--- src/sv/lrc_pkg.sv ---
// ----------------------------------------------------------------------------
// lrc_pkg: shared types and constants for the line rasterizer with clip test
// Coordinate widths, request and pixel payloads, queue entry and register map.
// ----------------------------------------------------------------------------
package lrc_pkg;

  localparam int COORD_BITS = 12;
  localparam int DEC_BITS   = COORD_BITS + 3;

  localparam int QDEPTH     = 4;
  localparam int QPTR_BITS  = $clog2(QDEPTH);

  localparam int APB_ADDR_BITS = 4;
  localparam int APB_DATA_BITS = 32;

  localparam logic MODE_START = 1'b0;
  localparam logic MODE_STEP  = 1'b1;

  localparam logic [1:0] REG_MIN_X = 2'd0;
  localparam logic [1:0] REG_MAX_X = 2'd1;
  localparam logic [1:0] REG_MIN_Y = 2'd2;
  localparam logic [1:0] REG_MAX_Y = 2'd3;

  localparam logic signed [COORD_BITS-1:0] COORD_MIN =
    {1'b1, {(COORD_BITS-1){1'b0}}};
  localparam logic signed [COORD_BITS-1:0] COORD_MAX =
    {1'b0, {(COORD_BITS-1){1'b1}}};

  typedef struct packed {
    logic                         mode;
    logic signed [COORD_BITS-1:0] start_x;
    logic signed [COORD_BITS-1:0] start_y;
    logic signed [COORD_BITS-1:0] end_x;
    logic signed [COORD_BITS-1:0] end_y;
  } in_item_t;

  typedef struct packed {
    logic signed [COORD_BITS-1:0] pixel_x;
    logic signed [COORD_BITS-1:0] pixel_y;
    logic                         inside_res;
    logic                         last_pixel;
  } out_item_t;

  // Classified request: a start carries the fully prepared line setup
  typedef struct packed {
    logic                         mode;
    logic                         steep;
    logic                         minor_down;
    logic signed [COORD_BITS-1:0] major_pos;
    logic signed [COORD_BITS-1:0] minor_pos;
    logic signed [COORD_BITS-1:0] major_end;
    logic signed [DEC_BITS-1:0]   decision;
    logic signed [DEC_BITS-1:0]   inc_e;
    logic signed [DEC_BITS-1:0]   inc_ne;
  } entry_t;

  typedef struct packed {
    logic signed [COORD_BITS-1:0] min_x;
    logic signed [COORD_BITS-1:0] max_x;
    logic signed [COORD_BITS-1:0] min_y;
    logic signed [COORD_BITS-1:0] max_y;
  } window_t;

endpackage

--- src/sv/line_raster_with_clip_test_unit.sv ---
// ----------------------------------------------------------------------------
// line_raster_with_clip_test_unit: midpoint line rasterizer with window test
// APB clip-window registers, request classifier, request queue, pixel stepper.
// ----------------------------------------------------------------------------
// Path: an accepted step request is written into the request queue, then the
// stepper loads its pixel into the output register that drives out_valid.
// Throughput: one request per cycle unless the queue is full; the stepper's add
// and compare on the active line pace one pixel per cycle, held by out_ready.
// Reset: clip window opens to the full coordinate range, no line is active,
// and the request queue and output register are empty.
module line_raster_with_clip_test_unit (
  input  logic                                clk,
  input  logic                                rst,
  input  logic                                psel,
  input  logic                                penable,
  input  logic                                pwrite,
  input  logic [lrc_pkg::APB_ADDR_BITS-1:0]   paddr,
  input  logic [lrc_pkg::APB_DATA_BITS-1:0]   pwdata,
  output logic [lrc_pkg::APB_DATA_BITS-1:0]   prdata,
  output logic                                pready,
  input  logic                                in_valid,
  output logic                                in_ready,
  input  lrc_pkg::in_item_t                   in_data,
  output logic                                out_valid,
  input  logic                                out_ready,
  output lrc_pkg::out_item_t                  out_data
);

  localparam int C = lrc_pkg::COORD_BITS;
  localparam int W = lrc_pkg::APB_DATA_BITS;

  lrc_pkg::window_t window;
  lrc_pkg::entry_t  front_entry;
  lrc_pkg::entry_t  head;
  logic             q_full;
  logic             q_empty;
  logic             push;
  logic             pop;
  logic             cfg_write;
  logic [C-1:0]     rd_reg;

  assign pready    = 1'b1;
  assign cfg_write = psel && penable && pwrite && pready;

  always_ff @(posedge clk) begin
    if (rst) begin
      window.min_x <= lrc_pkg::COORD_MIN;
      window.max_x <= lrc_pkg::COORD_MAX;
      window.min_y <= lrc_pkg::COORD_MIN;
      window.max_y <= lrc_pkg::COORD_MAX;
    end else if (cfg_write) begin
      case (paddr[3:2])
        lrc_pkg::REG_MIN_X: window.min_x <= pwdata[C-1:0];
        lrc_pkg::REG_MAX_X: window.max_x <= pwdata[C-1:0];
        lrc_pkg::REG_MIN_Y: window.min_y <= pwdata[C-1:0];
        lrc_pkg::REG_MAX_Y: window.max_y <= pwdata[C-1:0];
        default: ;
      endcase
    end
  end

  always_comb begin
    case (paddr[3:2])
      lrc_pkg::REG_MIN_X: rd_reg = window.min_x;
      lrc_pkg::REG_MAX_X: rd_reg = window.max_x;
      lrc_pkg::REG_MIN_Y: rd_reg = window.min_y;
      lrc_pkg::REG_MAX_Y: rd_reg = window.max_y;
      default:            rd_reg = window.min_x;
    endcase
    prdata = {{(W-C){rd_reg[C-1]}}, rd_reg};
  end

  assign in_ready = !q_full;
  assign push     = in_valid && in_ready;

  lrc_front u_front (
    .item  (in_data),
    .entry (front_entry)
  );

  lrc_queue u_queue (
    .clk   (clk),
    .rst   (rst),
    .push  (push),
    .wdata (front_entry),
    .full  (q_full),
    .pop   (pop),
    .rdata (head),
    .empty (q_empty)
  );

  lrc_back u_back (
    .clk        (clk),
    .rst        (rst),
    .window     (window),
    .head       (head),
    .head_valid (!q_empty),
    .pop        (pop),
    .out_valid  (out_valid),
    .out_ready  (out_ready),
    .out_data   (out_data)
  );

endmodule

--- src/sv/lrc_front.sv ---
// ----------------------------------------------------------------------------
// lrc_front: request classifier and line setup
// Turns start requests into major/minor axis setup; passes step requests on.
// ----------------------------------------------------------------------------
module lrc_front (
  input  lrc_pkg::in_item_t item,
  output lrc_pkg::entry_t   entry
);

  localparam int C = lrc_pkg::COORD_BITS;
  localparam int D = lrc_pkg::DEC_BITS;

  logic signed [C:0]   diff_x;
  logic signed [C:0]   diff_y;
  logic signed [C:0]   abs_x;
  logic signed [C:0]   abs_y;
  logic [C-1:0]        dx;
  logic [C-1:0]        dy;
  logic [C-1:0]        dmaj;
  logic [C-1:0]        dmin;
  logic                steep;
  logic signed [C-1:0] amaj;
  logic signed [C-1:0] amin;
  logic signed [C-1:0] bmaj;
  logic signed [C-1:0] bmin;
  logic                swap;
  logic signed [D-1:0] two_dmin;
  logic signed [D-1:0] two_dmaj;

  always_comb begin
    diff_x = {item.start_x[C-1], item.start_x} - {item.end_x[C-1], item.end_x};
    diff_y = {item.start_y[C-1], item.start_y} - {item.end_y[C-1], item.end_y};
    abs_x  = diff_x[C] ? -diff_x : diff_x;
    abs_y  = diff_y[C] ? -diff_y : diff_y;
    dx     = abs_x[C-1:0];
    dy     = abs_y[C-1:0];
    steep  = dy > dx;

    if (steep) begin
      amaj = item.start_y; amin = item.start_x;
      bmaj = item.end_y;   bmin = item.end_x;
      dmaj = dy;           dmin = dx;
    end else begin
      amaj = item.start_x; amin = item.start_y;
      bmaj = item.end_x;   bmin = item.end_y;
      dmaj = dx;           dmin = dy;
    end

    // order endpoints so the major coordinate increases
    swap     = amaj > bmaj;
    two_dmin = {2'b00, dmin, 1'b0};
    two_dmaj = {2'b00, dmaj, 1'b0};

    entry.mode       = item.mode;
    entry.steep      = steep;
    entry.major_pos  = swap ? bmaj : amaj;
    entry.minor_pos  = swap ? bmin : amin;
    entry.major_end  = swap ? amaj : bmaj;
    entry.minor_down = swap ? (bmin > amin) : (amin > bmin);
    entry.decision   = two_dmin - {3'b000, dmaj};
    entry.inc_e      = two_dmin;
    entry.inc_ne     = two_dmin - two_dmaj;
  end

endmodule

--- src/sv/lrc_queue.sv ---
// ----------------------------------------------------------------------------
// lrc_queue: request queue between front and back
// Small FIFO of classified requests so either side can stall on its own.
// ----------------------------------------------------------------------------
module lrc_queue (
  input  logic            clk,
  input  logic            rst,
  input  logic            push,
  input  lrc_pkg::entry_t wdata,
  output logic            full,
  input  logic            pop,
  output lrc_pkg::entry_t rdata,
  output logic            empty
);

  localparam int P = lrc_pkg::QPTR_BITS;

  lrc_pkg::entry_t mem [lrc_pkg::QDEPTH];
  logic [P-1:0]    wr_ptr;
  logic [P-1:0]    rd_ptr;
  logic [P:0]      count;

  assign full  = count == (P+1)'(lrc_pkg::QDEPTH);
  assign empty = count == '0;
  assign rdata = mem[rd_ptr];

  always_ff @(posedge clk) begin
    if (push) begin
      mem[wr_ptr] <= wdata;
    end
  end

  always_ff @(posedge clk) begin
    if (rst) begin
      wr_ptr <= '0;
      rd_ptr <= '0;
      count  <= '0;
    end else begin
      if (push) begin
        wr_ptr <= wr_ptr + 1'b1;
      end
      if (pop) begin
        rd_ptr <= rd_ptr + 1'b1;
      end
      case ({push, pop})
        2'b10:   count <= count + 1'b1;
        2'b01:   count <= count - 1'b1;
        default: count <= count;
      endcase
    end
  end

endmodule

--- src/sv/lrc_back.sv ---
// ----------------------------------------------------------------------------
// lrc_back: pixel stepper and clip test
// Holds the active line, emits one pixel per step request into an output register.
// ----------------------------------------------------------------------------
module lrc_back (
  input  logic               clk,
  input  logic               rst,
  input  lrc_pkg::window_t   window,
  input  lrc_pkg::entry_t    head,
  input  logic               head_valid,
  output logic               pop,
  output logic               out_valid,
  input  logic               out_ready,
  output lrc_pkg::out_item_t out_data
);

  localparam int C = lrc_pkg::COORD_BITS;
  localparam int D = lrc_pkg::DEC_BITS;

  logic                busy;
  logic                steep;
  logic                minor_down;
  logic signed [C-1:0] major_pos;
  logic signed [C-1:0] minor_pos;
  logic signed [C-1:0] major_end;
  logic signed [D-1:0] decision;
  logic signed [D-1:0] inc_e;
  logic signed [D-1:0] inc_ne;

  logic                slot_free;
  logic                is_start;
  logic                emit;
  logic signed [C-1:0] px;
  logic signed [C-1:0] py;
  logic                in_window;
  logic                last;

  always_comb begin
    slot_free = !out_valid || out_ready;
    is_start  = head.mode == lrc_pkg::MODE_START;
    // a step with no active line is dropped without waiting for the output
    pop       = head_valid && (is_start || !busy || slot_free);
    emit      = head_valid && !is_start && busy && slot_free;
    px        = steep ? minor_pos : major_pos;
    py        = steep ? major_pos : minor_pos;
    in_window = (window.min_x <= px) && (px <= window.max_x) &&
                (window.min_y <= py) && (py <= window.max_y);
    last      = major_pos >= major_end;
  end

  always_ff @(posedge clk) begin
    if (rst) begin
      busy       <= 1'b0;
      steep      <= 1'b0;
      minor_down <= 1'b0;
      major_pos  <= '0;
      minor_pos  <= '0;
      major_end  <= '0;
      decision   <= '0;
      inc_e      <= '0;
      inc_ne     <= '0;
    end else if (pop && is_start) begin
      busy       <= 1'b1;
      steep      <= head.steep;
      minor_down <= head.minor_down;
      major_pos  <= head.major_pos;
      minor_pos  <= head.minor_pos;
      major_end  <= head.major_end;
      decision   <= head.decision;
      inc_e      <= head.inc_e;
      inc_ne     <= head.inc_ne;
    end else if (emit) begin
      if (last) begin
        busy <= 1'b0;
      end else begin
        major_pos <= major_pos + 1'b1;
        if (decision <= 0) begin
          decision <= decision + inc_e;
        end else begin
          decision  <= decision + inc_ne;
          minor_pos <= minor_down ? minor_pos - 1'b1 : minor_pos + 1'b1;
        end
      end
    end
  end

  always_ff @(posedge clk) begin
    if (rst) begin
      out_valid <= 1'b0;
    end else if (emit) begin
      out_valid <= 1'b1;
    end else if (out_ready) begin
      out_valid <= 1'b0;
    end
  end

  always_ff @(posedge clk) begin
    if (emit) begin
      out_data.pixel_x    <= px;
      out_data.pixel_y    <= py;
      out_data.inside_res <= in_window;
      out_data.last_pixel <= last;
    end
  end

  a_last_goes_idle: assert property (@(posedge clk) disable iff (rst)
    (emit && last) |=> !busy)
    else $error("line still active after its last pixel");

  a_major_advances: assert property (@(posedge clk) disable iff (rst)
    (emit && !last) |=> (busy && major_pos == $past(major_pos) + 1'b1))
    else $error("major coordinate did not advance by one");

  a_idle_step_silent: assert property (@(posedge clk) disable iff (rst)
    (pop && !is_start && !busy && slot_free) |=> !out_valid)
    else $error("step request with no active line produced a pixel");

  a_no_emit_unless_popped: assert property (@(posedge clk) disable iff (rst)
    emit |-> pop)
    else $error("pixel emitted without consuming its request");

endmodule
--- config.mk ---
export PLATFORM = sky130hd
export DESIGN_NAME = line_raster_with_clip_test_unit
export DESIGN_NICKNAME = d
export VERILOG_FILES = /design/src/sv/lrc_pkg.sv /design/src/sv/line_raster_with_clip_test_unit.sv /design/src/sv/lrc_front.sv /design/src/sv/lrc_queue.sv /design/src/sv/lrc_back.sv
export SDC_FILE = /design/constraint.sdc
export NUM_CORES = 1
export LEC_CHECK = 0
export BUFFER_PORTS_ARGS = -buffer_cell sky130_fd_sc_hd__buf_2
export CAP_MARGIN = 20
export CORE_MARGIN = 2
export CORE_UTILIZATION = 29
export CTS_CLUSTER_DIAMETER = 120
export CTS_CLUSTER_SIZE = 24
export DETAILED_ROUTE_END_ITERATION = 10
export HOLD_SLACK_MARGIN = 0.08
export PLACE_DENSITY = 0.42
export SETUP_SLACK_MARGIN = 0.1
export SLEW_MARGIN = 20
export SYNTH_ARGS = -nofsm -noshare
export SYNTH_HDL_FRONTEND = slang
export SYNTH_SLANG_ARGS = --single-unit
--- constraint.sdc ---
create_clock -name clk -period 18.8 [get_ports clk]
set_input_delay 3.76 -clock clk [delete_from_list [all_inputs] [get_ports clk]]
set_output_delay 3.76 -clock clk [all_outputs]
set_load 0.005 [all_outputs]
* Word level (Yosys, flattened, before mapping)
Memory sizes are Yosys's and may differ from the RTL's. A register that Yosys moved wholly into a read port is not among the register bits.
Cells that the tools add are included.
** Storage, ports and cells
- Register bits after elaboration :: 166
- Bits in latches :: 0
- RAM bits :: 324
- Bits in read-only memories :: 0
- Input port bits :: 92
- Output and inout port bits :: 61
- Logic and storage cells :: 124
- Memories :: 1
** Cells by class
- Add/subtract/negate cells :: 15
- Multiply operators :: 0
- Div/mod/pow operators :: 0
- $lt $le $gt $ge :: 10
- Equal/unequal tests :: 8
- Shifts and indexed selects :: 0
- Mux-type cells :: 37
- Bitwise gates (word level) :: 1
- Reductions and logical operators :: 31
** Memory list
- u_queue.mem :: depth 4, bits a word 81, read ports 1, clocked after memory_dff 1, write ports 1, line lrc_queue.sv:18 : lrc_pkg::entry_t mem [lrc_pkg::QDEPTH];
** Operators by type and width (count)
- $mux W12 :: 21
- $mux W15 :: 4
- $gt A12 B12 Y1 :: 4
- $le A12 B12 Y1 :: 4
- $pmux W12 S4 :: 1
- $add A15 B15 Y15 :: 2
- $sub A12 B12 Y13 :: 2
- $add A12 B1 Y12 const B :: 2
- $neg A12 Y12 :: 2
- $le A15 B1 Y1 const B :: 1
- $sub A13 B12 Y14 :: 1
- $sub A13 B13 Y14 :: 1
- $ge A12 B12 Y1 :: 1
- $reduce_and A2 Y1 :: 6
- $sub A12 B1 Y12 const B :: 1
- $logic_and A1 B1 Y1 :: 11
- $mux W1 :: 8
- $reduce_bool A2 Y1 :: 4
- $eq A2 B2 Y1 const B :: 3
- $pmux W3 S2 :: 1
- $add A2 B1 Y2 const B :: 2
- $eq A2 B1 Y1 const B :: 2
- $logic_not A1 Y1 :: 4
- $mux W2 :: 2
- other kinds (10) :: 12

* Logic depth before layout (Yosys ltp)
Gate-level depths: netlist (run 1).
- Word-level depth :: 7
- Gate-level depth with buffers :: 45
- Depth with buffers taken out :: 39

* Hierarchy
A second synthesis (run 1) with hierarchy kept.
** Unflattened totals
- Cell total of the unflattened synthesis :: 2357
- Area total of the unflattened synthesis :: 27671.5 µm²
** Modules (own cells, without submodules)
- lrc_queue :: times used 1, cells each 485, area an instance 12552.0 µm², sequential area each 10269.8 µm²
- lrc_back :: times used 1, cells each 884, area an instance 7457.2 µm², sequential area each 2482.4 µm²
- lrc_front :: times used 1, cells each 760, area an instance 5257.5 µm², sequential area each 0.0 µm²
- line_raster_with_clip_test_unit :: times used 1, cells each 228, area an instance 2404.8 µm², sequential area each 960.9 µm²

* Worst setup path before layout (run 1)
Ideal clock, no wire load.
- Path kind :: input port to flip-flop
- Start :: input port in_data[24] (netlist name)
- End :: memory u_queue.mem[0][45] (netlist name), data pin
- Library setup time :: 0.183 ns
- Arrival time :: 12.043 ns
- Required time :: 18.617 ns
- Slack :: 6.574 ns
- Cell stages on the path :: 45
- Path buffers :: 8
- Cells stage by stage :: inv_1 ha_1 fa_1 nand2b_1 a21o_1 a311oi_2 o221ai_1 nor2_1 nor4b_1 mux2i_1 nand2_1 a22oi_1 inv_1 ha_1 clkbuf_1 nand3_1 or3_1 a211oi_1 [9 not listed] inv_1 ha_1 nor2b_1 o21a_1 o21a_1 o21a_1 o21a_1 o21a_1 o21ai_0 nand2b_1 a21oi_1 nor2b_1 o21ai_0 nand2_1 a31oi_1 buf_1 clkbuf_1 mux2i_1
** RTL lines
- from (decl) :: line line_raster_with_clip_test_unit.sv:23 : input lrc_pkg::in_item_t in_data,
- to (decl) :: line lrc_queue.sv:18

==> key figures, run 1 <==
Clock tree
  • CTS Buffer Depth: 3
  • PostCTS Resize Cnt: 0
  • CTS Root Cell: clkbuf_16
  • CTS Buf Count: 25
  • CTS Sinks: 475
  • CTS clk-pin slew, worst paths: 90 ps
  • CTS tree: yes
  • Cts hold-fix bufs: 0
  • Post-CTS Setup Inserts: 0
  • Skew-Pair Late Insertion Delay: 620 ps
  • H-tree levels: 1

STA
  • Final Setup Violations: 0
  • Layout Skew: 55.7 ps
  • Post-layout min period: 12,980 ps
  • Fin Setup TNS: 0 ps
  • Slew Viols, Final: 0
  • Final hold vios: 0
  • RSZ-0062 raised after global routing: no
  • Max Freq: 77.0 MHz
  • Least-Margin Pin Slew: 1160 ps
  • Hold_ws: 458 ps
  • Period utilisation layout: 69.1%
  • Relative slew margins: 22.2%

Floorplanning
  • Die width: 303 um
  • Die Ht: 303 um
  • IO Count: 153
  • Rows: 109
  • Starting Density: 29.3%
  • Total die area: 0.0916 mm^2
  • Core ar.: 0.0884 mm^2

Placement
  • Post-DP HPWL: 51.4 mm
  • # port buffers: 129
  • GP Congestion: 0.858

Critical path
  • Kind of critical path: in2reg
  • CP most frequent cell: o21a_1
  • Slowest stage delay, CP: 710 ps
  • R2R Setup Slk: 14,080 ps
  • Crit end category: flop
  • Worst Reg-to-Reg Cells: 20
  • Crit Path Max Fanout: 43
  • CP Data Arrival Time: 13,300 ps
  • CP Launch Type: primary input
  • Worst EP required: 19,110 ps
  • Slowest stage cell on the critical path: mux2i_1

GRT
  • Largest net degree at the start of global routing: 66
  • First-pass GRT wire length: 107 mm
  • Initial antenna violation count: 3
  • Number of global-route vias before repair: 17,340
  • All-Layer GR Usage: 15.3%
  • GRT Residual Overflow: 0

Synth
  • Synthesized net count: 2,498
  • Seq cells post-synth: 475
  • Post-Syn Area: 0.0259 mm^2
  • Number of synthesized flops with an enable pin: 338
  • Top post-synthesis cells by count: 338 x edfxtp_1, 201 x nand2_1, 174 x a21oi_1, 166 x inv_1, 162 x ha_1
  • Syn_area_per_cell: 11.6 um^2
  • Sequential fraction of the synthesis area: 49.8%
  • YS warnings: 0
  • Cell taking the most area after synthesis: edfxtp_1
  • Top FF cell, synth: edfxtp_1
  • Ys async rst share: 0%
  • Area contributors post-synth: edfxtp_1 39%, dfxtp_1 11%, ha_1 7.8%
  • Top-count cell post-synth: edfxtp_1
  • Top-area cell type share of the netlist area: 39.2%
  • Synth unique cells: 90
  • Mapped Cells: 2,238

Detailed routing
  • Post-route ant nets: 0
  • Final WL: 71.1 mm
  • DRC violations left: 0
  • Iter 0 DRT Violations: 1,042
  • Via count: 17,303
  • DR vias/cell: 4.97
  • Drt wl/cell: 20.4 um
  • Pre-antenna DRT Iters: 5

Cells and area
  • Layout cells sized above 1: 13.9%
  • N_diodes: 0
  • Area growth syn-to-layout: 10.0%
  • Final Net Count: 2,557

Power
  • VDD IR max: 0.0000944 V
  • Pleak: 10.6 nW
  • Pwr dens: 185 mW/mm^2

Min path
  • Worst hold path type: reg2reg
  • Hold depth: 2

Status
  • Status: finished clean

Flow run
  • MaxCap Viol Count: 0
[final cells by class]
class / count / area [um^2]
fill: 8982 / 59900
sequential: 475 / 12900
multi-input combinational: 1476 / 11900
tap: 1165 / 1460
timing repair buffer: 150 / 806
clock buffer: 42 / 731
inverter: 169 / 637
clock inverter: 4 / 77.6
[report_power, final]
group | internal (mW) | total (mW) | leakage, nW | switching, mW
Clock | 0.276 | 0.629 | 0.382 | 0.353
Combinational | 1.03 | 2.76 | 5.99 | 1.73
Sequential | 1.74 | 1.88 | 4.22 | 0.137
Total | 3.05 | 5.27 | 10.6 | 2.22
[through the flow]
step	std cells	util, %	setup slack, ps	power [mW]	area, um^2
after floorplan	2238	-	6570	3.80	25900
after global placement	3435	31.3	5220	4.62	27700
after detailed placement	3435	31.3	5210	4.69	27700
after CTS	3481	32.2	5850	5.33	28500
after global routing	3481	32.2	5020	5.67	28500
final	3481	32.2	5820	5.27	28500
[routing by layer]
layer  share of wire, %  wire length [um]  global-route usage [%]  vias up
met4                1.8              1250                    3.10        4
met5              0.034                24                       0        -
li1                   -                 -                       -     8347
met3                3.7              2630                    1.58       62
met2                 45             32100                    24.9      318
met1                 49             35100                    22.2     8572
[state kept, by name (all words and copies together), names as in the netlist, named ones only]
register and count:
u_queue.mem 312, window 48, u_back.out_data 26, u_back.decision 15, u_back.inc_ne 13, u_back.inc_e 12, u_back.major_end 12, u_back.major_pos 12
u_back.minor_pos 12, u_queue.count 3, u_queue.rd_ptr 2, u_queue.wr_ptr 2, u_back.busy 1, u_back.minor_down 1, u_back.out_valid 1, u_back.steep 1
[worst paths after layout]
| kind | start | end |
|---|---|---|
| worst max register to register | u_back.decision[2] | u_back.decision[14] |
| worst min register to register | u_back.inc_e[1] | u_back.inc_e[1] |
| worst max-delay path | in_data[0] | u_queue.mem[2][63] |
| worst min-delay path | u_back.inc_e[1] | u_back.inc_e[1] |
[placed cells by master, fill, tap and decap left out, types with 6 or more instances in the layout]
| master | count |
|---|---|
| a2111oi_0 | 7 |
| a211oi_1 | 40 |
| a21o_1 | 23 |
| a21oi_1 | 174 |
| a31oi_1 | 8 |
| and2_1 | 12 |
| and3_1 | 12 |
| buf_2 | 128 |
| buf_4 | 22 |
| clkbuf_1 | 14 |
| clkbuf_16 | 26 |
| dfxtp_1 | 135 |
| edfxtp_1 | 338 |
| fa_1 | 6 |
| ha_1 | 162 |
| inv_1 | 165 |
| mux2_2 | 14 |
| mux2i_1 | 126 |
| mux4_2 | 90 |
| nand2_1 | 201 |
| nand2b_1 | 23 |
| nand3_1 | 29 |
| nand4_1 | 20 |
| nor2_1 | 141 |
| nor2b_1 | 20 |
| nor3_1 | 16 |
| nor4_1 | 8 |
| o2111ai_1 | 7 |
| o211ai_1 | 29 |
| o21a_1 | 37 |
| o21ai_0 | 54 |
| o21ai_1 | 6 |
| o21bai_1 | 19 |
| o31ai_1 | 7 |
| or2_2 | 8 |
| or3_1 | 13 |
| xnor2_1 | 53 |
| xor2_1 | 27 |
[kinds of logic (layout without fill, tap and decap cells)]
group	Yosys count	in the layout	share of synthesized area [%]
buffers and inverters	287	365	4.57
AOI/OAI and AO/OA	461	461	11.6
DFF	475	475	49.8
xor gates and xnor gates	80	80	2.71
other	1	1	0.0145
muxes	231	231	13.4
adders and majority gates	168	168	8.30
and+or+nand+nor	535	535	9.61
[critical path: cells and delay by family]
kind            cells  cell delay [ps]
mux                 3             1480
fa+ha+maj           4             1450
compound gates     14             3250
simple gates       10             2000
buf+inv             5             1300
Note: power is estimated with default switching activity, not from simulation.
==> inputs of run 2 (changes only) <==
==> constraint.sdc (replaced) <==
create_clock -name clk -period 12.1 [get_ports clk]
set_input_delay 2.42 -clock clk [delete_from_list [all_inputs] [get_ports clk]]
set_output_delay 2.42 -clock clk [all_outputs]
set_load 0.005 [all_outputs]
==> run 2 against run 1 <==
Compared with the run above: first-iteration DRC count shrank 14%; wire length up 0.32%; global-route usage about the same; via count grew 0.50%; combinational power increased by 57%; sequential share of layout area about the same; power increased by 55%; critical path type unchanged; highest routed layer unchanged.
==> key figures, run 2 (synthesis gave the netlist of run 1 again) <==
STA
  • Post-layout min period: 11,030 ps
  • Hold_ws: 457 ps (-0.985 ps)
  • Final Setup Violations: 0 (unchanged)
  • Relative slew margins: 31.8% (+9.6 points)
  • Final hold vios: 0 (unchanged)
  • Fin Setup TNS: 0 ps (unchanged)
  • Slew Viols, Final: 0 (unchanged)
  • Period utilisation layout: 91.2%
  • Least-Margin Pin Slew: 1020 ps (-138 ps)
  • Max Freq: 90.6 MHz
  • Layout Skew: 47.9 ps (-7.77 ps)
  • RSZ-0062 raised after global routing: no

Flow run
  • MaxCap Viol Count: 0 (unchanged)

Cells and area
  • Most frequent cells in the layout: 338 x edfxtp_1, 201 x nand2_1, 174 x a21oi_1
  • Biggest regs: u_queue.mem: 312 flops, window: 48 flops, u_back.out_data: 26 flops
  • Top reg by flops: u_queue.mem
  • Max FFs per register: 312 (unchanged)
  • Final Net Count: 2,567 (+0.39%)
  • Area growth syn-to-layout: 10.2%
  • # fillers: 8,913 (-0.77%)
  • Finished Layout Cells: 3,491 (+0.29%)
  • Commonest non-fill, non-tap cell in the layout: edfxtp_1
  • Layout cells sized above 1: 14.2% (+0.29 points)

Floorplanning
  • Total die area: 0.0916 mm^2 (unchanged)
  • Die width: 303 um (unchanged)
  • Starting Density: 29.3% (unchanged)
  • Core ar.: 0.0884 mm^2 (unchanged)
  • Rows: 109 (unchanged)
  • Die Ht: 303 um (unchanged)
  • IO Count: 153 (unchanged)

Critical path
  • CP most frequent cell: o21ai_0
  • Worst Reg-to-Reg Cells: 20 (unchanged)
  • Kind of critical path: in2reg
  • Slowest stage cell on the critical path: a21boi_0
  • Worst EP required: 12,430 ps (-6680 ps)
  • Crit end category: flop
  • Slowest stage delay, CP: 700 ps (about the same)
  • CP Data Arrival Time: 11,370 ps (-1930 ps)
  • CP Launch Type: primary input
  • Crit Path Max Fanout: 33 (-23%)

GRT
  • All-Layer GR Usage: 15.4% (+0.037 points)
  • First-pass GRT wire length: 108 mm (+0.55%)
  • GRT Residual Overflow: 0 (unchanged)
  • Met3 Usage GRT: 1.62% (+0.043 points)
  • Number of global-route vias before repair: 17,294 (-0.27%)
  • Initial antenna violation count: 4 (+1)
  • Top Usage Layer GRT: met2
  • Largest net degree at the start of global routing: 66 (unchanged)
  • Global Route met2 Usage: 24.8% (-0.13 points)
  • Global routing met1 resource utilization: 22.4% (+0.17 points)

Clock tree
  • CTS Sinks: 475 (unchanged)
  • H-tree levels: 1 (unchanged)
  • CTS Root Cell: clkbuf_16
  • Cts hold-fix bufs: 0 (unchanged)
  • Post-CTS Setup Inserts: 0 (unchanged)
  • CTS tree: yes
  • Skew-Pair Late Insertion Delay: 600 ps (-20 ps)
  • CTS Buf Count: 24 (-4.0%)
  • CTS clk-pin slew, worst paths: 100 ps (about the same)
  • CTS Buffer Depth: 3 (unchanged)
  • PostCTS Resize Cnt: 0 (unchanged)

Detailed routing
  • Iter 0 DRT Violations: 893 (-14%)
  • Final WL: 71.3 mm (+0.32%)
  • Drt wl/cell: 20.4 um (about the same)
  • DRC violations left: 0 (unchanged)
  • Pre-antenna DRT Iters: 5 (unchanged)
  • Via count: 17,389 (+0.50%)
  • DR vias/cell: 4.98 (+0.21%)
  • Post-route ant nets: 0 (unchanged)

Min path
  • Worst hold path type: reg2reg
  • Hold depth: 2 (unchanged)

Placement
  • # port buffers: 129 (unchanged)
  • GP Congestion: 0.869 (+1.2%)
  • Post-DP HPWL: 51.9 mm (+0.96%)
  • Dpl cells: 3,446 (+0.32%)

Status
  • Status: finished clean

Power
  • Pleak: 10.6 nW (+0.25%)
  • VDD IR max: 0.000162 V (+72%)
  • Pwr dens: 287 mW/mm^2 (+55%)
-- run 2: cell type report --
class                           instances  area (um^2)  area share, %
Antenna cell                            1         2.50        0.00878
Clock buffer                           39          657           2.31
Clock inverter                          5         80.1          0.281
Inverter                              169          637           2.24
Multi-Input combinational cell       1476        11900           41.6
Sequential cell                       475        12900           45.3
Tap cell                             1165         1460           5.12
Timing Repair Buffer                  161          905           3.18
-- run 2: layer usage --
layer / share of wire, % / vias to the layer above
li1: - / 8382
met3: 3.4 / 57
met1: 50 / 8628
met5: 0.029 / -
met2: 45 / 318
met4: 1.6 / 4
-- run 2: power breakdown --
group,total (mW),internal (mW),leakage (nW),switching (mW)
clock network,0.936,0.404,0.350,0.532
logic,4.34,1.64,6.05,2.69
registers,2.90,2.71,4.22,0.197
-- run 2: per-stage QoR --
step	area, um^2	utilization [%]	setup slack, ps	power, mW
6_report	28500	32.2	1070	8.17
4_1_cts	28500	32.2	1020	8.28
3_5_place_dp	27800	31.4	429	7.33
5_1_grt	28500	32.2	184	8.80
3_3_place_gp	27700	31.4	566	7.21
2_1_floorplan	25900	-	1210	5.91
-- run 2: critical path, delay by kind of cell --
family | cells | cell delay, ps
AOI/OAI and AO/OA | 15 | 3640
buffers and inverters | 6 | 730
adders and majority gates | 4 | 1560
and+or+nand+nor | 11 | 2330
xor gates and xnor gates | 1 | 370
muxes | 1 | 290
-- run 2: final timing paths --
check,to,slack [ps],startpoint
worst max-delay path,u_queue.mem[3][39],1070,in_data[24]
worst min-delay path,u_back.inc_e[5],460,u_back.inc_e[5]
worst max register to register,u_back.decision[14],7470,u_back.decision[2]
worst min register to register,u_back.inc_e[5],460,u_back.inc_e[5]
==> inputs of run 3 (changes only) <==
--- a/config.mk
+++ b/config.mk
@@ -5,6 +5,7 @@
 export SDC_FILE = /design/constraint.sdc
 export NUM_CORES = 1
 export LEC_CHECK = 0
+export ABC_AREA = 1
 export BUFFER_PORTS_ARGS = -buffer_cell sky130_fd_sc_hd__buf_2
 export CAP_MARGIN = 20
 export CORE_MARGIN = 2
==> run 3 against run 2 <==
Compared with the run above: worst hold slack got worse by 6.2 ps; final cell count rose by 18%; register-to-register slack lost 60 ps; clock skew down 20 ps; non-clock buffer count decreased by 5; largest cell class unchanged; largest power group unchanged.
==> key figures, run 3 <==
Status
  • Status: finished clean

Critical path
  • Crit end category: flop
  • WP buf/inv: 5 (-1)
  • Crit path max-delay family: compound AO/OA/AOI/OAI gates
  • Slowest stage delay, CP: 910 ps (+210 ps)
  • CP Launch Type: primary input
  • Worst Reg-to-Reg Cells: 18 (-10%)
  • Crit Path Max Fanout: 106 (+220%)
  • Worst path depth: 28 (-26%)
  • Slowest stage cell on the critical path: o21ai_0
  • CP most frequent cell: o21ai_0
  • CP Data Arrival Time: 9670 ps (-1700 ps)
  • Kind of critical path: in2reg
  • Worst EP required: 12,330 ps (-100 ps)

Detailed routing
  • Pre-antenna DRT Iters: 5 (unchanged)
  • Via count: 19,869 (+14%)
  • Iter 0 DRT Violations: 1,147 (+28%)
  • Drt wl/cell: 18.7 um (-8.4%)
  • DR vias/cell: 4.83 (-3.0%)
  • Final WL: 76.9 mm (+7.9%)
  • DRC violations left: 0 (unchanged)
  • Post-route ant nets: 0 (unchanged)

Power
  • Pleak: 11.5 nW (+8.4%)
  • Internal power: 4.48 mW (-5.7%)
  • Clk pwr share: 11.3% (-0.2 points)
  • VDD IR max: 0.000148 V (-8.3%)
  • Sw Ratio: 46.8% (+5.0 points)
  • Pwr dens: 299 mW/mm^2 (+4.1%)
  • Combinational Power Share: 53.9% (+0.9 points)
  • Sequential power share: 34.8% (-0.7 points)
  • Switching power: 3.94 mW (+15%)

STA
  • Least-Margin Pin Slew: 1110 ps (+85.2 ps)
  • Slew Viols, Final: 0 (unchanged)
  • Max Freq: 106 MHz (+17%)
  • Period utilisation layout: 78.0% (-13 points)
  • Relative slew margins: 25.4% (-6.4 points)
  • Fin Setup TNS: 0 ps (unchanged)
  • Layout Skew: 28.2 ps (-19.7 ps)
  • Final Setup Violations: 0 (unchanged)
  • Post-layout min period: 9440 ps (-1600 ps)
  • Setup WS post-layout: 2660 ps (+1600 ps)
  • Final hold vios: 0 (unchanged)
  • RSZ-0062 raised after global routing: no

Synth
  • Syn_area_per_cell: 8.89 um^2 (-23%)
  • Fraction of the mapped netlist area in adder cells: 8.33% (+0.031 points)
  • Simple-gate share of the synthesized area: 15.9% (+6.3 points)
  • Top-count cell post-synth: nand2_1
  • Largest family of logic cells by synthesized area: compound AO/OA/AOI/OAI gates
  • Post-Syn Area: 0.0258 mm^2 (-0.38%)
  • Area contributors post-synth: edfxtp_1 39%, dfxtp_1 11%, ha_1 7.9%
  • Top-area cell type share of the netlist area: 39.4% (+0.15 points)
  • Sequential fraction of the synthesis area: 50.0% (+0.19 points)
  • Xor and xnor fraction of the mapped netlist area: 2.20% (-0.51 points)
  • Number of synthesized flops with an enable pin: 338 (unchanged)
  • Cell taking the most area after synthesis: edfxtp_1
  • Post-synthesis compound-gate area fraction: 16.5% (+4.9 points)
  • Top post-synthesis cells by count: 518 x nand2_1, 373 x o21ai_0, 338 x edfxtp_1, 297 x nor2_1, 286 x inv_1
  • Multiplexer share of the synthesized area: 0% (-13 points)
  • Top FF cell, synth: edfxtp_1
  • Seq cells post-synth: 475 (unchanged)
  • Ys async rst share: 0% (unchanged)
  • YS warnings: 0 (unchanged)
  • Synth unique cells: 58 (-36%)
  • Synthesized net count: 3,158 (+26%)
  • Mapped Cells: 2,898 (+29%)

Placement
  • GP Congestion: 0.898 (+3.4%)
  • Dpl ws: 2010 ps (+1580 ps)
  • # port buffers: 129 (unchanged)
  • Post-DP HPWL: 56.0 mm (+7.9%)
  • Area post-placement: 0.0274 mm^2 (-1.2%)
  • Dpl cells: 4,068 (+18%)

Clock tree
  • CTS clk-pin slew, worst paths: 100 ps (about the same)
  • Cts hold-fix bufs: 0 (unchanged)
  • CTS Sinks: 475 (unchanged)
  • Skew-Pair Late Insertion Delay: 580 ps (-20 ps)
  • H-tree levels: 1 (unchanged)
  • CTS Root Cell: clkbuf_16
  • CTS Buf Count: 24 (unchanged)
  • Post-CTS Setup Inserts: 0 (unchanged)
  • PostCTS Resize Cnt: 0 (unchanged)
  • CTS Buffer Depth: 3 (unchanged)
  • CTS tree: yes

Cells and area
  • N_diodes: 0 (-1)
  • Biggest regs: u_queue.mem: 312 flops, window: 48 flops, u_back.out_data: 26 flops
  • Layout cells sized above 1: 9.02% (-5.2 points)
  • Final Core Density: 32.0% (-0.25 points)
  • Final Net Count: 3,191 (+24%)
  • Top reg by flops: u_queue.mem
  • Commonest non-fill, non-tap cell in the layout: nand2_1
  • Post-Layout Inst Area: 0.0282 mm^2 (-0.93%)
  • Most frequent cells in the layout: 517 x nand2_1, 373 x o21ai_0, 338 x edfxtp_1
  • Finished Layout Cells: 4,114 (+18%)
  • Max FFs per register: 312 (unchanged)
  • Area growth syn-to-layout: 9.55%

GRT
  • All-Layer GR Usage: 16.7% (+1.3 points)
  • GRT Residual Overflow: 0 (unchanged)
  • Number of global-route vias before repair: 19,132 (+11%)
  • Largest net degree at the start of global routing: 107 (+62%)
  • First-pass GRT wire length: 117 mm (+8.3%)
  • Initial antenna violation count: 1 (-3)

Floorplanning
  • Core ar.: 0.0882 mm^2 (-0.15%)
  • Starting Density: 29.2% (-0.065 points)
  • Total die area: 0.0912 mm^2 (-0.37%)
  • Die Ht: 302 um (-0.19%)
  • Die width: 302 um (-0.19%)
  • IO Count: 153 (unchanged)
  • Rows: 109 (unchanged)

Min path
  • Hold depth: 2 (unchanged)
  • Worst hold path type: reg2reg

Flow run
  • MaxCap Viol Count: 0 (unchanged)
## run 3: cell count changes in the layout (fill, tap and decap cells not counted), sizes merged, moves of 36 or more
cell,before,now
nand2,201,538
nand3,29,87
o22ai,4,68
o21a,37,1
mux4,90,0
mux2i,126,0
inv,168,291
xnor2,53,14
o21ai,61,408
nor2,143,303
## run 3: per-stage QoR
step                      hold WS (ps)  power (mW)
after floorplan                    425        6.00
after global placement             434        7.43
after detailed placement           440        7.54
after CTS                          455        8.51
after global routing               471        9.22
final                              451        8.43
## run 3: logic make-up after synthesis
family | after synthesis
compound gates | 756
buf+inv | 442
simple gates | 993
flops | 475
other cells | 1
xor+xnor | 63
fa+ha+maj | 168
## run 3: worst reg2reg max path, cell delays in order (launching register included)
cell and delay [ps]:
dfxtp_2 330, buf_4 260, inv_2 130, buf_4 790, a21oi_1 90, a32o_1 320
nor2_1 140, nand2_1 60, nand2_1 130, inv_1 130, nand2_4 210, buf_4 490
nand2_1 150, nand2_1 100, buf_4 250, clkinv_1 440, buf_16 320, o21ai_0 190
a31oi_1 50
## run 3: routing by layer
layer	track usage [%]	wire length (um)	share of wire (%)	vias up
li1	-	-	-	10028
met1	22.7	36100	47	9394
met2	28.0	35700	46	371
met3	1.54	2740	3.6	74
met4	5.13	2320	3.0	2
met5	0	16	0.021	-
## run 3: power by group through the flow
stage | registers, mW | logic, mW | clock network (mW)
floorplan | 2.91 | 3.09 | 0
global placement | 2.96 | 4.47 | 0
detailed placement | 2.97 | 4.57 | 0
CTS | 2.93 | 4.58 | 0.993
global route | 2.98 | 5.20 | 1.05
finish | 2.93 | 4.54 | 0.950
## run 3: layout make-up
cell class / instances / area (um^2)
inverter: 293 / 1100
sequential: 475 / 12900
tap: 1165 / 1460
multi-input combinational: 1981 / 11100
clock inverter: 2 / 47.5
clock buffer: 42 / 721
timing repair buffer: 156 / 876
fill: 9099 / 60000
## run 3: worst paths after layout
kind | start | end | slack [ps]
worst min-delay path | u_back.inc_ne[5] | u_back.inc_ne[5] | 450
worst max-delay path | in_data[36] | u_queue.mem[0][57] | 2660
worst min register to register | u_back.inc_ne[5] | u_back.inc_ne[5] | 450
worst max register to register | flop | u_back.decision[1] | 7410
